[src/rtl/core/dnm_pkg.sv]
// Shared types and codes for the domain-to-node map table.
package dnm_pkg;

  // Width of slot indexes and stored node ids carried between cells; covers up to 256 slots
  localparam int SLOT_IDX_W = 8;

  // Request kinds
  localparam logic [1:0] KIND_SETUP    = 2'd0;
  localparam logic [1:0] KIND_DOM2NODE = 2'd1;
  localparam logic [1:0] KIND_NODE2DOM = 2'd2;
  localparam logic [1:0] KIND_CLEAR    = 2'd3;

  // Broadcast from the controller to every cell: held request plus update command
  typedef struct packed {
    logic [1:0]            kind;
    logic [31:0]           domain;
    logic [5:0]            node_in;
    logic                  wr_en;
    logic [SLOT_IDX_W-1:0] wr_idx;
    logic [SLOT_IDX_W-1:0] wr_node;
    logic                  clr;
  } cell_cmd_t;

  // Search record that walks the chain one cell per cycle
  typedef struct packed {
    logic                  vld;
    logic                  hit;
    logic [SLOT_IDX_W-1:0] hit_node;
    logic [31:0]           hit_domain;
    logic                  free_found;
    logic [SLOT_IDX_W-1:0] free_idx;
    logic                  direct_free;
  } scan_rec_t;

endpackage

[src/rtl/core/dnm_cell.sv]
// One table slot: holds a mapping and updates the search record passing through.
module dnm_cell #(
  parameter int IDX    = 0,
  parameter int NODE_W = 6
) (
  input  logic              clk,
  input  logic              rst,
  input  dnm_pkg::cell_cmd_t cmd,
  input  dnm_pkg::scan_rec_t rec_in,
  output dnm_pkg::scan_rec_t rec_out
);
  import dnm_pkg::*;

  logic              valid;
  logic [31:0]       dom;
  logic [NODE_W-1:0] node;
  scan_rec_t         rec_next;
  logic              match;
  logic              wr_here;

  assign wr_here = cmd.wr_en && (cmd.wr_idx == SLOT_IDX_W'(IDX));

  // Slot occupancy: clear drops every slot, a write claims this one
  always_ff @(posedge clk) begin
    if (rst) begin
      valid <= 1'b0;
    end else if (cmd.clr) begin
      valid <= 1'b0;
    end else if (wr_here) begin
      valid <= 1'b1;
    end
  end

  // Mapping payload
  always_ff @(posedge clk) begin
    if (wr_here) begin
      dom  <= cmd.domain;
      node <= NODE_W'(cmd.wr_node);
    end
  end

  // Compare against the held request; forward by node id for reverse lookups
  always_comb begin
    if (cmd.kind == KIND_NODE2DOM) begin
      match = valid && (SLOT_IDX_W'(node) == SLOT_IDX_W'(cmd.node_in));
    end else begin
      match = valid && (dom == cmd.domain);
    end
  end

  // Fold this slot into the record
  always_comb begin
    rec_next = rec_in;
    if (rec_in.vld) begin
      if (match && !rec_in.hit) begin
        rec_next.hit        = 1'b1;
        rec_next.hit_node   = SLOT_IDX_W'(node);
        rec_next.hit_domain = dom;
      end
      if (!valid && !rec_in.free_found) begin
        rec_next.free_found = 1'b1;
        rec_next.free_idx   = SLOT_IDX_W'(IDX);
      end
      if (!valid && (cmd.domain == 32'(IDX))) begin
        rec_next.direct_free = 1'b1;
      end
    end
  end

  // Hand the record to the next cell
  always_ff @(posedge clk) begin
    if (rst) begin
      rec_out <= '0;
    end else begin
      rec_out <= rec_next;
    end
  end

endmodule

[config.mk]
export PLATFORM = sky130hd
export DESIGN_NAME = dnm_cell
export DESIGN_NICKNAME = d
export VERILOG_FILES = /design/src/rtl/core/dnm_pkg.sv /design/src/rtl/core/dnm_cell.sv
export SDC_FILE = /design/constraint.sdc
export NUM_CORES = 1
export LEC_CHECK = 0
export BUFFER_PORTS_ARGS = -buffer_cell sky130_fd_sc_hd__buf_2
export CORE_UTILIZATION = 45
export CTS_CLUSTER_SIZE = 10
export DETAILED_ROUTE_END_ITERATION = 12
export PLACE_DENSITY = 0.88
export RECOVER_POWER = 50
export SYNTH_ARGS = -nofsm -noshare
export SYNTH_HDL_FRONTEND = slang
export SYNTH_SLANG_ARGS = --single-unit
[constraint.sdc]
create_clock -name clk -period 10.95 [get_ports clk]
set_clock_uncertainty 0.15 [all_clocks]
set_input_delay 1.6425 -clock clk [delete_from_list [all_inputs] [get_ports clk]]
set_output_delay 1.6425 -clock clk [all_outputs]
set_load 0.01 [all_outputs]
==> reports/metrics.cfg <==
[setup_path]
cp.required_ns = 10.94
cp.arrival_ns = 3.87
cp-end-kind = register
critPathKind = input port to register
path_cells = buf_2 -> xnor2_1 -> nand4_1 -> o31ai_2 -> nand4b_1 -> buf_4 -> o21ai_1 -> a21oi_1
worstSetupStartpointType = input port
cp_max_fo = 21
crit_start = cmd[23]
max_stage_delay_ns = 0.77
reg2reg_from = node[5]$_DFFE_PP_
crit_path_top_delay_cell = nand4b_1

[sta]
hold_viol = 0
tightest_slew_ns = 1.99
setup_viol = 0
layout_min_cycle_time_ns = 3.88
drv_slew = 47
holdWs_ns = 0.379
setup_ws_ns = 7.07
fin_tns_setup_ns = 0
rsz0062_at_grt = false
period_share_pct = 35.4
fmax_ghz = 0.258
slew_headroom_pct = -32.4

[placed_design]
dp_slack_ns = 6.75
routabilityCongestion = 0.815
portBuffers = 161
postPlaceCellArea_mm2 = 0.00457
placed_cells = 565
place_hpwl_mm = 6.92

[clocking]
postCtsHoldBufs = 0
h-tree-depth = 3
cts-buffers-inserted = 9
post-cts-setup-buffers = 0
path_clk_slew_ns = 0.09
cts_resized = 0
clk_latency_ns = 0.35
clockBufferDepth = 2
cts_tree = done
cts_sinks = 91
root_buffer = clkbuf_8

[power]
p_leak_nw = 1.60
worst_ir_drop_vdd_mv = 0.0823
power.density_cell_area_mw_per_mm2 = 140
finalPower_mw = 0.652

[status]
status = finished with violations
violations = capacitance limit, slew limit

[logic_synthesis]
synthTopCellsByArea = edfxtp_1 31%, dfxtp_1 29%, nand4b_1 9.2%
synthTopCellsByCount = 53 x dfxtp_1, 40 x a21oi_1, 39 x nand4b_1, 38 x edfxtp_1, 38 x o21ai_1
yosysSeqAreaShare_pct = 59.3
synth.largest_area_cell = edfxtp_1
syn_avg_cell_area_um2 = 11.5
yosysMostFrequentCell = dfxtp_1
yosys_register_bits = 91
yosysUniqueCellTypes = 25
synth_top_area_share_pct = 30.7
syn-num-nets = 436
syn_area_mm2 = 0.00371
synth_edf_count = 38
async_flop_share_pct = 0
synthCells = 324
yosys_warnings = 0
synth_flop_cell = dfxtp_1

[routing]
post_drt_wl_per_cell_um = 16.9
viasPerCell = 5.39
drc = 0
initialDrtViolationCount = 96
dr.pass1.iters = 4
routed_wl_mm = 9.83
vias = 3133
antenna_left = 0

[hold_path]
min_path_type = register to register
hp-start = valid$_SDFFE_PP0P_

[die]
dieWidth_um = 92.8
core-area_mm2 = 0.00785
pin_count = 164
die_area_mm2 = 0.00862
start_util_pct = 47.3
die_y_um = 92.8
row_count = 32

[final_layout]
post-route-util_pct = 59.4
final_area_mm2 = 0.00466
num_antenna_cells = 0
drive_gt1_share_pct = 21.1
nets = 586
syn_to_final_growth_pct = 25.4
fin_cells = 581

[grt]
grt_pass1_wl_mm = 15.0
grt_max_degree = 47
grt.overflow.total = 0
gr-usage-all-layers_pct = 23.1
grt_pass1_vias = 3047
antenna_found_initial = 0

[flow_run]
max-cap-violations = 1

## cell families (layout without fill, tap and decap cells)
group,after synthesis,count (layout),synth area share [%]
compound gates,82,82,11.6
xor+xnor,38,38,8.96
buf+inv,26,181,3.57
flops,91,91,59.3
simple gates,87,87,16.6
## cell usage in the layout, fill, tap and decap left out, types with 3 or more instances in the layout
cell type,instances
a21oi_1,40
and2_1,8
buf_2,78
buf_4,3
clkbuf_1,83
clkbuf_8,10
dfxtp_1,53
edfxtp_1,38
nand4_1,10
nand4b_1,39
nor2_1,11
nor2b_1,3
nor4_1,9
o21ai_1,38
xnor2_1,36
## flip-flops by register name, indices dropped and copies added (netlist names)
register,flops
rec_out,52
valid,1
dom,32
node,6
## layout make-up
class	instances	area, um2
multi-input combinational	207	1400
sequential	91	2200
clock buffer	11	163
tap	102	128
clock inverter	5	33.8
inverter	1	3.75
timing repair buffer	164	724
fill	736	3190
## power by group
group          internal (mW)  leakage (nW)  switching, mW
Combinational         0.0301         0.711         0.0370
Clock                  0.103         0.105          0.117
Sequential             0.363         0.783        0.00300
## worst max-delay path, delay by kind of cell
| family | cells | cell delay, ns |
|---|---|---|
| AO/OA/AOI/OAI | 3 | 0.49 |
| AND/OR/NAND/NOR | 2 | 0.93 |
| buffers and inverters | 2 | 0.64 |
| XOR/XNOR | 1 | 0.16 |
## metal layers
| metal | track usage (%) | routed length [um] | share of wire, % |
|---|---|---|---|
| met1 | 28.4 | 4170 | 42 |
| met5 | 0 | 0 | 0 |
| met4 | 7.69 | 141 | 1.4 |
| met3 | 3.94 | 529 | 5.4 |
| met2 | 40.8 | 4990 | 51 |
## worst paths after layout
kind | endpoint | slack [ns] | depth (start not counted)
worst max-delay path | rec_out[37]$_SDFF_PP0_ | 7.07 | 8
worst min-delay path | valid$_SDFFE_PP0P_ | 0.38 | 2
worst max register to register | rec_out[37]$_SDFF_PP0_ | 8.04 | 7
worst min register to register | valid$_SDFFE_PP0P_ | 0.38 | 2
No activity file was read; power rests on OpenSTA's default activity.
